==> src/rtl/core/blef_pkg.sv <==
// Types and constants of the boundary-line escape controller.
package blef_pkg;

  localparam int unsigned AngleW = 12;
  localparam int unsigned GapW   = 11;
  localparam int unsigned WidthW = 9;
  localparam int unsigned SpeedW = 10;
  localparam int unsigned LocW   = 2;

  localparam logic [AngleW-1:0] FullTurn = AngleW'(3600);
  localparam logic [AngleW-1:0] HalfTurn = AngleW'(1800);
  localparam logic [WidthW-1:0] OneQ8    = WidthW'(256);

  localparam logic [GapW-1:0]   ExitLimitRst   = GapW'(1200);
  localparam logic [GapW-1:0]   ReturnLimitRst = GapW'(800);
  localparam logic [SpeedW-1:0] FullOutRst     = SpeedW'(768);

  typedef enum logic [1:0] {
    CFG_EXIT_LIMIT   = 2'd0,
    CFG_RETURN_LIMIT = 2'd1,
    CFG_FULL_OUT     = 2'd2
  } cfg_idx_e;

  // Location codes as seen on the result word.
  localparam logic [LocW-1:0] LOC_CODE_INSIDE = 2'd0;
  localparam logic [LocW-1:0] LOC_CODE_ON     = 2'd1;
  localparam logic [LocW-1:0] LOC_CODE_OUT    = 2'd2;

  typedef enum logic [2:0] {
    LOC_INSIDE = 3'b001,
    LOC_ON     = 3'b010,
    LOC_OUT    = 3'b100
  } loc_e;

  typedef struct packed {
    logic              line_seen;
    logic [AngleW-1:0] line_angle;
    logic [WidthW-1:0] line_width;
  } item_t;

  typedef struct packed {
    logic              move_valid;
    logic [AngleW-1:0] move_direction;
    logic [SpeedW-1:0] move_speed;
    logic [LocW-1:0]   location;
  } result_t;

  typedef struct packed {
    logic [1:0]      reg_index;
    logic [GapW-1:0] wdata;
  } cfg_t;

  typedef struct packed {
    logic [GapW-1:0]   exit_limit;
    logic [GapW-1:0]   return_limit;
    logic [SpeedW-1:0] full_out_speed;
  } cfg_regs_t;

  function automatic logic [LocW-1:0] loc_code(loc_e loc);
    logic [LocW-1:0] code;
    case (loc)
      LOC_ON:  code = LOC_CODE_ON;
      LOC_OUT: code = LOC_CODE_OUT;
      default: code = LOC_CODE_INSIDE;
    endcase
    return code;
  endfunction

  // Wrapped distance between two reduced angles, 0..1800.
  function automatic logic [GapW-1:0] angle_gap(logic [AngleW-1:0] a, logic [AngleW-1:0] b);
    logic [AngleW-1:0] d;
    logic [AngleW-1:0] w;
    d = (a >= b) ? (a - b) : (b - a);
    w = (d > HalfTurn) ? (FullTurn - d) : d;
    return w[GapW-1:0];
  endfunction

endpackage

==> src/rtl/core/blef_if.sv <==
// Valid/ready channel carrying one word of type T.
interface blef_if #(
  parameter type T = logic
);
  logic valid;
  logic ready;
  T     data;

  modport source (output valid, output data, input ready);
  modport sink   (input valid, input data, output ready);
endinterface

==> src/rtl/core/boundary_line_escape_fsm.sv <==
// Boundary-line escape controller: one sighting word in, one move word out.
// Each sighting word passes an input register and then the decision logic into the
// result register, from which its result is offered; a new word is taken every
// cycle while the result side keeps up. The location state and the first and last
// angles are updated as each word leaves the input register, which sets the
// one-word-per-cycle rate. Configuration writes are taken every cycle.
module boundary_line_escape_fsm (
  input logic  clk_i,
  input logic  rst_ni,
  blef_if.sink   item_i,
  blef_if.source result_o,
  blef_if.sink   cfg_i
);
  import blef_pkg::*;

  cfg_regs_t regs;
  logic      stage_valid;
  item_t     stage_item;
  logic      take;

  blef_cfg_regs u_cfg (
    .clk_i  (clk_i),
    .rst_ni (rst_ni),
    .cfg_i  (cfg_i),
    .regs_o (regs)
  );

  blef_in_stage u_in (
    .clk_i   (clk_i),
    .rst_ni  (rst_ni),
    .item_i  (item_i),
    .take_i  (take),
    .valid_o (stage_valid),
    .item_o  (stage_item)
  );

  blef_core u_core (
    .clk_i    (clk_i),
    .rst_ni   (rst_ni),
    .regs_i   (regs),
    .valid_i  (stage_valid),
    .item_i   (stage_item),
    .take_o   (take),
    .result_o (result_o)
  );

endmodule

==> src/rtl/core/blef_cfg_regs.sv <==
// Configuration registers: angle limits and full-out speed.
module blef_cfg_regs (
  input  logic                clk_i,
  input  logic                rst_ni,
  blef_if.sink                cfg_i,
  output blef_pkg::cfg_regs_t regs_o
);
  import blef_pkg::*;

  cfg_regs_t regs_q;

  assign cfg_i.ready = 1'b1;
  assign regs_o      = regs_q;

  always_ff @(posedge clk_i or negedge rst_ni) begin
    if (!rst_ni) begin
      regs_q.exit_limit     <= ExitLimitRst;
      regs_q.return_limit   <= ReturnLimitRst;
      regs_q.full_out_speed <= FullOutRst;
    end else if (cfg_i.valid) begin
      case (cfg_i.data.reg_index)
        CFG_EXIT_LIMIT:   regs_q.exit_limit     <= cfg_i.data.wdata;
        CFG_RETURN_LIMIT: regs_q.return_limit   <= cfg_i.data.wdata;
        CFG_FULL_OUT:     regs_q.full_out_speed <= cfg_i.data.wdata[SpeedW-1:0];
        default: ;
      endcase
    end
  end

endmodule

==> src/rtl/core/blef_in_stage.sv <==
// Input register for sighting words.
module blef_in_stage (
  input  logic            clk_i,
  input  logic            rst_ni,
  blef_if.sink            item_i,
  input  logic            take_i,
  output logic            valid_o,
  output blef_pkg::item_t item_o
);
  import blef_pkg::*;

  logic  valid_q;
  item_t item_q;

  assign item_i.ready = !valid_q || take_i;
  assign valid_o      = valid_q;
  assign item_o       = item_q;

  always_ff @(posedge clk_i or negedge rst_ni) begin
    if (!rst_ni) begin
      valid_q <= 1'b0;
    end else if (item_i.ready) begin
      valid_q <= item_i.valid;
    end
  end

  always_ff @(posedge clk_i) begin
    if (item_i.valid && item_i.ready) begin
      item_q <= item_i.data;
    end
  end

endmodule

==> src/rtl/core/blef_core.sv <==
// Location state, move decision and result register.
module blef_core (
  input  logic                clk_i,
  input  logic                rst_ni,
  input  blef_pkg::cfg_regs_t regs_i,
  input  logic                valid_i,
  input  blef_pkg::item_t     item_i,
  output logic                take_o,
  blef_if.source              result_o
);
  import blef_pkg::*;

  loc_e              loc_q, loc_d;
  logic [AngleW-1:0] first_q, first_d;
  logic [AngleW-1:0] last_q, last_d;
  logic              out_valid_q;
  result_t           out_q, out_d;

  logic [AngleW-1:0] ang;
  logic [AngleW:0]   opp_sum;
  logic [AngleW-1:0] opp;
  logic [SpeedW-1:0] spd_up;
  logic [SpeedW-1:0] spd_down;
  logic [GapW-1:0]   gap;

  assign take_o = valid_i && (!out_valid_q || result_o.ready);

  always_comb begin
    ang      = (item_i.line_angle >= FullTurn) ? (item_i.line_angle - FullTurn)
                                               : item_i.line_angle;
    opp_sum  = {1'b0, ang} + {1'b0, HalfTurn};
    opp      = (opp_sum >= {1'b0, FullTurn}) ? AngleW'(opp_sum - {1'b0, FullTurn})
                                             : opp_sum[AngleW-1:0];
    spd_up   = SpeedW'(item_i.line_width) + SpeedW'(OneQ8);
    spd_down = (item_i.line_width >= OneQ8) ? '0
                                            : SpeedW'(OneQ8 - item_i.line_width);

    first_d = (loc_q == LOC_INSIDE && item_i.line_seen) ? ang : first_q;
    last_d  = item_i.line_seen ? ang : last_q;
    gap     = angle_gap(ang, first_d);
    loc_d   = loc_q;

    out_d.move_valid     = 1'b0;
    out_d.move_direction = '0;
    out_d.move_speed     = '0;

    if (loc_q == LOC_OUT) begin
      out_d.move_valid = 1'b1;
      if (!item_i.line_seen) begin
        out_d.move_direction = last_q;
        out_d.move_speed     = regs_i.full_out_speed;
      end else if (gap < regs_i.return_limit) begin
        out_d.move_direction = ang;
        out_d.move_speed     = spd_down;
        loc_d                = LOC_ON;
      end else begin
        out_d.move_direction = ang;
        out_d.move_speed     = spd_up;
      end
    end else if (!item_i.line_seen) begin
      loc_d = LOC_INSIDE;
    end else begin
      out_d.move_valid = 1'b1;
      if (gap >= regs_i.exit_limit) begin
        out_d.move_direction = ang;
        out_d.move_speed     = spd_up;
        loc_d                = LOC_OUT;
      end else begin
        out_d.move_direction = opp;
        out_d.move_speed     = spd_down;
        loc_d                = LOC_ON;
      end
    end

    out_d.location = loc_code(loc_d);
  end

  always_ff @(posedge clk_i or negedge rst_ni) begin
    if (!rst_ni) begin
      loc_q       <= LOC_INSIDE;
      first_q     <= '0;
      last_q      <= '0;
      out_valid_q <= 1'b0;
    end else begin
      if (take_o) begin
        loc_q   <= loc_d;
        first_q <= first_d;
        last_q  <= last_d;
      end
      if (take_o) begin
        out_valid_q <= 1'b1;
      end else if (result_o.ready) begin
        out_valid_q <= 1'b0;
      end
    end
  end

  always_ff @(posedge clk_i) begin
    if (take_o) begin
      out_q <= out_d;
    end
  end

  assign result_o.valid = out_valid_q;
  assign result_o.data  = out_q;

endmodule

==> src/flat_wrapper.sv <==
// flat-port wrapper written by rule: the top's interface ports become plain ports
module boundary_line_escape_fsm_flat import blef_pkg::*;
  (clk_i, rst_ni, item_i_valid, item_i_data, item_i_ready, result_o_valid, result_o_data, result_o_ready, cfg_i_valid, cfg_i_data, cfg_i_ready);
  blef_if #(.T(item_t)) item_i_i ();
  blef_if #(.T(result_t)) result_o_i ();
  blef_if #(.T(cfg_t)) cfg_i_i ();
  input logic clk_i;
  input logic rst_ni;
  input wire logic [$bits(item_i_i.valid)-1:0] item_i_valid;
  input wire logic [$bits(item_i_i.data)-1:0] item_i_data;
  output wire logic [$bits(item_i_i.ready)-1:0] item_i_ready;
  output wire logic [$bits(result_o_i.valid)-1:0] result_o_valid;
  output wire logic [$bits(result_o_i.data)-1:0] result_o_data;
  input wire logic [$bits(result_o_i.ready)-1:0] result_o_ready;
  input wire logic [$bits(cfg_i_i.valid)-1:0] cfg_i_valid;
  input wire logic [$bits(cfg_i_i.data)-1:0] cfg_i_data;
  output wire logic [$bits(cfg_i_i.ready)-1:0] cfg_i_ready;
  assign item_i_i.valid = item_i_valid;
  assign item_i_i.data = item_i_data;
  assign item_i_ready = item_i_i.ready;
  assign result_o_valid = result_o_i.valid;
  assign result_o_data = result_o_i.data;
  assign result_o_i.ready = result_o_ready;
  assign cfg_i_i.valid = cfg_i_valid;
  assign cfg_i_i.data = cfg_i_data;
  assign cfg_i_ready = cfg_i_i.ready;
  boundary_line_escape_fsm u_core (.clk_i(clk_i), .rst_ni(rst_ni), .item_i(item_i_i), .result_o(result_o_i), .cfg_i(cfg_i_i));
endmodule
==> config.mk <==
export PLATFORM = sky130hd
export DESIGN_NAME = boundary_line_escape_fsm_flat
export DESIGN_NICKNAME = d
export VERILOG_FILES = /design/src/rtl/core/blef_pkg.sv /design/src/rtl/core/blef_if.sv /design/src/rtl/core/boundary_line_escape_fsm.sv /design/src/rtl/core/blef_cfg_regs.sv /design/src/rtl/core/blef_in_stage.sv /design/src/rtl/core/blef_core.sv /design/src/flat_wrapper.sv
export SDC_FILE = /design/constraint.sdc
export NUM_CORES = 1
export LEC_CHECK = 0
export BUFFER_PORTS_ARGS = -buffer_cell sky130_fd_sc_hd__buf_2
export CORE_ASPECT_RATIO = 1.5
export CORE_MARGIN = 5
export CORE_UTILIZATION = 30
export DETAILED_ROUTE_END_ITERATION = 10
export GPL_TIMING_DRIVEN = 0
export MAX_ROUTING_LAYER = met4
export PLACE_DENSITY = 0.5
export SLEW_MARGIN = 20
export SYNTH_ARGS = -nofsm -noshare
export SYNTH_HDL_FRONTEND = slang
export SYNTH_HIERARCHICAL = 1
export SYNTH_SLANG_ARGS = --single-unit
==> constraint.sdc <==
create_clock -name clk_i -period 14.91 [get_ports clk_i]
set_clock_uncertainty 0.15 [all_clocks]
set_input_delay 2.2365 -clock clk_i [delete_from_list [all_inputs] [get_ports clk_i]]
set_output_delay 2.2365 -clock clk_i [all_outputs]
set_load 0.1 [all_outputs]
### Word-level counts from Yosys, hierarchy flattened

Index checks and enable logic that the tools add are counted.

* add/sub/neg operators: 8
* order comparisons: 7
* eq/ne operators: 6
* multiplexer cells: 19
* reductions and logical operators: 13

Operator list (number)
* 2-to-1 mux 22 bit: 3
* 2-to-1 mux 12 bit: 4
* subtractor 12 bit: 2
* subtractor 12 bit (second input constant): 2
* 2-to-1 mux 23 bit: 1
* 2-to-1 mux 10 bit: 2
* 2-to-1 mux 3 bit: 5
* adder 12 x 11 -> 13 bit (second input constant): 1
* greater-or-equal comparator 13 x 12 -> 1 bit (second input constant): 1
* greater-or-equal comparator 12 bit: 1
* greater-or-equal comparator 12 bit (second input constant): 1
* greater-than comparator 12 x 11 -> 1 bit (second input constant): 1
* greater-or-equal comparator 11 bit: 1
* < comparator 11 bit: 1
* 2-to-1 mux 11 bit: 1
* subtractor 11 bit (first input constant): 1
* adder 9 x 9 -> 10 bit (second input constant): 1
* subtractor 9 x 9 -> 10 bit (first input constant): 1
* greater-or-equal comparator 9 bit (second input constant): 1
* AND reduction 2 bit: 4
* equality test 3 bit (second input constant): 2
* case mux 2 bit (2 select lines): 1
* equality test 3 x 1 -> 1 bit (second input constant): 1
* equality test 3 x 2 -> 1 bit (second input constant): 1
* 8 further kinds: 13

* bits in registers: 108
* bits of input ports: 40
* output and inout bits: 28
* logic and storage cells: 68

### Longest topological paths before layout

* depth in word-level cells: 13
* gate-level depth with buffers: 35

### Cells and area by module

The synthesis kept the hierarchy.

By module, submodules not included
* blef_core: times used 1, cells an instance 706, area each 5605.4 µm², seq. area each 1452.6 µm²
* blef_cfg_regs: times used 1, cells an instance 72, area each 1272.5 µm², seq. area each 812.0 µm²
* blef_in_stage: times used 1, cells an instance 26, area each 714.4 µm², seq. area each 685.7 µm²

### Worst setup path after synthesis

Ideal clock, no wire load.

* path kind: register to register
* start: reg u_core.u_in.item_q, in the netlist u_core/u_in/item_o[13]
* end: reg u_core.u_core.out_q, in the netlist u_core/u_core/result_o.data[20] (data pin)
* setup time: 266 ps
* data arrival time: 7172 ps
* data required time: 14494 ps
* setup slack: 7323 ps
* stages on the path, launching flop included: 34
* buffers on the path: 0
* path through: edfxtp_1 inv_1 ha_1 or4b_4 and2_1 nand3_1 and2_1 inv_1 nor2_1 a21oi_1 ha_1 a21o_1 a21o_1 a21o_1 a21oi_1 a21boi_1 nand2_2 mux2i_1 ha_1 nand2_1 or4b_1 a2bb2oi_1 mux2i_1 ha_1 a21o_1 a21o_1 a21o_1 a21o_1 a211oi_1 o31a_1 o21ai_1 nor4b_1 nor4_1 or3b_1

RTL lines
* from (decl): line blef_in_stage.sv:13 `item_t item_q;`
* from (signal assigned): line blef_in_stage.sv:29 `item_q <= item_i.data;`
* to (signal assigned): line blef_core.sv:100 `out_q <= out_d;`
* to (decl): line blef_core.sv:17 `result_t out_q, out_d;`

==> out/qor.log <==
[timing] total negative slack 0 ps
[global_routing] All-Layer GR Usage 15.62%
[die] Total Die Area 28650 um^2
[global_routing] pin count of the biggest net entering global routing 53
[timing] Worst Tran Pin Value 891.0 ps
[synth] post-synth top area cell sky130_fd_sc_hd__edfxtp_1
[synth] syn avg cell area 9.443 um^2
[synth] cell types occupying the most area after synthesis sky130_fd_sc_hd__edfxtp_1 (19%), sky130_fd_sc_hd__dfrtp_1 (17%), sky130_fd_sc_hd__ha_1 (7.7%)
[timing] crit share post-route 61.56%
[synth] count of distinct cell types in the synthesized netlist 93
[finish] net total in the final layout 971
[worst_setup_path] critical register-to-register path endpoint u_core/u_core/result_o.data[11]
[synth] Synth Area in XOR/XNOR 2.307%
[synth] adder-cell share of the synthesized area 8.273%
[worst_setup_path] type of element capturing the critical path register
[die] Placeable Area 25050 um^2
[synth] share of synthesized cell area in and, or, nand and nor gates 17.29%
[clocking] clock root buffer sky130_fd_sc_hd__clkbuf_16
[synth] combinational family with the most area after synthesis compound AO/OA/AOI/OAI gates
[synth] synthesized netlist net count 893
[die] initial core utilization 30.31%
[finish] fraction of final layout cells with drive strength greater than 1 20.07%
[die] die boundary width 139.9 um
[worst_setup_path] crit-path max cell delay 650 ps
[placed_design] buffers added on ports 66
[timing] Slew Limit Fails 0
[synth] area share of the leading cell type in the synthesized netlist 18.59%
[routing] number of DRC markers after the initial detailed-route iteration 250
[worst_setup_path] beginning of the worst register-to-register path u_core/u_in/item_o[13]
[finish] synth-to-layout area growth 14.01%
[routing] DR vias/cell 5.176
[synth] proportion of synthesized chip area in sequential cells 38.86%
[global_routing] wire length of the first global-routing pass 34.16 mm
[clocking] hold_buf cts 0
[timing] clock period minus final worst setup slack 9179 ps
[global_routing] Remaining Overflow, GRT 0
[routing] number of iterations in the first detailed-routing pass 4
[clocking] TritonCTS clock tree built
[worst_setup_path] most used cell along the critical path sky130_fd_sc_hd__a21o_1
[routing] number of remaining DRC errors 0
[clocking] worst skew pair latency 370 ps
[finish] number of inserted diodes 0
[hold_path] capture endpoint of the worst hold path u_core/u_core/last_q[8]
[hold_path] Hold Path Cell Cnt 2
[clocking] post-CTS setup repair buffer count 0
[worst_setup_path] Critical Path Start Type register
[die] DIE HEIGHT 204.8 um
[synth] total standard cell area after synthesis 7592 um^2
[synth] Primary FF master, synth sky130_fd_sc_hd__dfrtp_1
[worst_setup_path] total buffers and inverters traversed by the critical path 2
[synth] multiplexer share of the synthesized area 7.235%
[worst_setup_path] worst reg2reg path depth 33
[synth] complex-gate fraction of the synthesized area 21.09%
[worst_setup_path] worst-case register-to-register setup slack 5730 ps
[clocking] largest buffer count on any clock path 2
[synth] top cell types by occurrence after synthesis sky130_fd_sc_hd__nand2_1 (71), sky130_fd_sc_hd__a21oi_1 (59), sky130_fd_sc_hd__inv_1 (57), sky130_fd_sc_hd__o21ai_0 (57), sky130_fd_sc_hd__dfrtp_1 (51)
[clocking] H-Tree Depth 3
[worst_setup_path] crit path max-delay cell type sky130_fd_sc_hd__a21boi_1
[worst_setup_path] arrival time worst endpoint 9110 ps
[routing] final wirelength 21.85 mm
[timing] total count of hold-check failures in the final report 0
[status] run status finished, final reports clean
[timing] Finish-stage setup viols 0
[timing] highest attainable clock frequency 0.1089 GHz
[clocking] number of gates given a new drive strength after cts 0
[timing] unrepaired setup endpoints after global routing false
[placed_design] Routability Congestion 0.9179
[die] Ports 68
[worst_setup_path] cell family contributing the most delay on the critical path compound AO/OA/AOI/OAI gates
[global_routing] number of antenna violations at the first check in global routing 0
[synth] number of flops mapped to enable cells by yosys 47
[hold_path] startpoint of the lowest-slack hold path u_core/u_core/last_q[8]
[worst_setup_path] maximum fanout count along the critical path 8
[synth] register bit total from synthesis 108
[global_routing] number of global-route vias before repair 6234
[synth] library cell with the highest instance count after synthesis sky130_fd_sc_hd__nand2_1
[clocking] total clock buffers created by CTS 9
[routing] Post-DRT Antenna Nets 0
[synth] async set-or-reset flop fraction in the synthesized netlist 56.48%
[placed_design] post-detail-place hpwl 17.01 mm
[worst_setup_path] CP required 14850 ps
[hold_path] class of the tightest hold or removal check reg -> reg
[routing] count of vias placed by the detailed router 6289
[clocking] clock sink count 108
[worst_setup_path] worst setup path category reg -> reg
[timing] slew margin rel. 40.24%
[job] max-cap violation count 0
[clocking] post-CTS clock slew at the launch and capture registers of the worst setup and hold paths 80 ps
[routing] wire length per cell after detailed routing 17.99 um
[synth] number of warnings reported in the yosys synthesis log 6
[synth] synthesized instance count 804
[die] Cell Rows 71
==> how the worst max path moves through the flow <==
| stage | from | to | slack (ps) | depth (start not counted) |
|---|---|---|---|---|
| 2_1_floorplan | u_core/u_in/item_o[13] | u_core/u_core/result_o.data[20] | 7320 | 33 |
| 3_3_place_gp | u_core/u_in/item_o[13] | u_core/u_core/result_o.data[11] | 5720 | 33 |
| 3_5_place_dp | u_core/u_in/item_o[13] | u_core/u_core/result_o.data[11] | 5750 | 33 |
| 4_1_cts | u_core/u_in/item_o[13] | u_core/u_core/result_o.data[11] | 5700 | 33 |
| 5_1_grt | u_core/u_in/item_o[13] | u_core/u_core/result_o.data[11] | 5110 | 32 |
| 6_report | u_core/u_in/item_o[13] | u_core/u_core/result_o.data[11] | 5730 | 33 |
==> placed cells by master (no fill, tap or decap), types with 7 or more instances in the layout <==
master	synthesis	routed
sky130_fd_sc_hd__nor2_1	46	46
sky130_fd_sc_hd__and2_1	13	13
sky130_fd_sc_hd__mux2_2	28	28
sky130_fd_sc_hd__inv_1	57	56
sky130_fd_sc_hd__nand3_1	23	23
sky130_fd_sc_hd__dfrtp_1	51	51
sky130_fd_sc_hd__nand4_1	7	7
sky130_fd_sc_hd__nor3_1	21	21
sky130_fd_sc_hd__mux2_4	10	10
sky130_fd_sc_hd__o21a_1	10	10
sky130_fd_sc_hd__dfstp_2	10	10
sky130_fd_sc_hd__nand2_1	71	71
sky130_fd_sc_hd__a21o_1	18	18
sky130_fd_sc_hd__o211ai_1	8	8
sky130_fd_sc_hd__edfxtp_1	47	47
sky130_fd_sc_hd__clkbuf_1	25	26
sky130_fd_sc_hd__a211oi_1	11	11
sky130_fd_sc_hd__o21ai_0	57	57
sky130_fd_sc_hd__a31oi_1	12	12
sky130_fd_sc_hd__o31ai_1	7	7
sky130_fd_sc_hd__mux2i_1	7	7
sky130_fd_sc_hd__xnor2_1	15	15
sky130_fd_sc_hd__ha_1	47	47
sky130_fd_sc_hd__a21oi_1	59	59
sky130_fd_sc_hd__buf_2	3	68
sky130_fd_sc_hd__nand2b_1	12	12
sky130_fd_sc_hd__clkbuf_16	0	9
==> sequential cells by signal, indices dropped and copies added (netlist names) <==
| name | cells |
|---|---|
| u_core/u_in/item_o | 22 |
| u_core/u_core/result_o.valid | 1 |
| u_core/u_core/first_q | 12 |
| u_core/u_core/loc_q | 3 |
| u_core/u_in/valid_o | 1 |
| u_core/u_core/result_o.data | 25 |
| u_core/u_cfg/regs_o | 32 |
| u_core/u_core/last_q | 12 |
==> logic make-up (layout without fill, tap and decap cells) <==
| kind of cell | count (synthesis) | after routing |
|---|---|---|
| AOI/OAI and AO/OA | 240 | 240 |
| xor gates and xnor gates | 20 | 20 |
| adders and majority gates | 49 | 49 |
| buffers and inverters | 92 | 175 |
| DFF | 108 | 108 |
| muxes | 46 | 46 |
| other | 1 | 1 |
| and+or+nand+nor | 248 | 248 |
==> per-layer routing <==
| metal | global-route usage [%] | wire, um |
|---|---|---|
| met5 | - | 0 |
| met4 | 5.817 | 593 |
| met3 | 2.265 | 628 |
| met2 | 28.58 | 11710 |
| met1 | 17.09 | 8922 |
==> through the flow <==
step | setup slack, ps | area [um^2] | utilization [%] | hold slack, ps | std cells
4_1_cts | 5697 | 8656 | 34.55 | 329.3 | 1215
2_1_floorplan | 7323 | 7592 | - | 292.3 | 804
6_report | 5731 | 8656 | 34.55 | 327.7 | 1215
5_1_grt | 5108 | 8656 | 34.55 | 355.4 | 1215
3_5_place_dp | 5755 | 8368 | 33.40 | 312.9 | 1199
3_3_place_gp | 5720 | 8333 | 33.26 | 309.1 | 1198
==> layout make-up <==
type / count / area [um^2]
Buffer: 32 / 146.4
Clock buffer: 10 / 229.0
Clock inverter: 6 / 58.81
Fill cell: 2663 / 16400
Inverter: 60 / 225.2
Multi-Input combinational cell: 604 / 4275
Sequential cell: 108 / 2950
Tap cell: 328 / 410.4
Timing Repair Buffer: 67 / 360.3
==> worst reg2reg max path: cells and delay by family (launching register included) <==
family                     cells  cell delay (ps)
adders and majority gates      4             1050
buffers and inverters          2              350
AOI/OAI and AO/OA             17             4270
and+or+nand+nor                8             1950
muxes                          2              680
DFF                            1              450
Power is not shown: default switching activity piles up to over one toggle a cycle in this logic, so the estimate is an artifact.
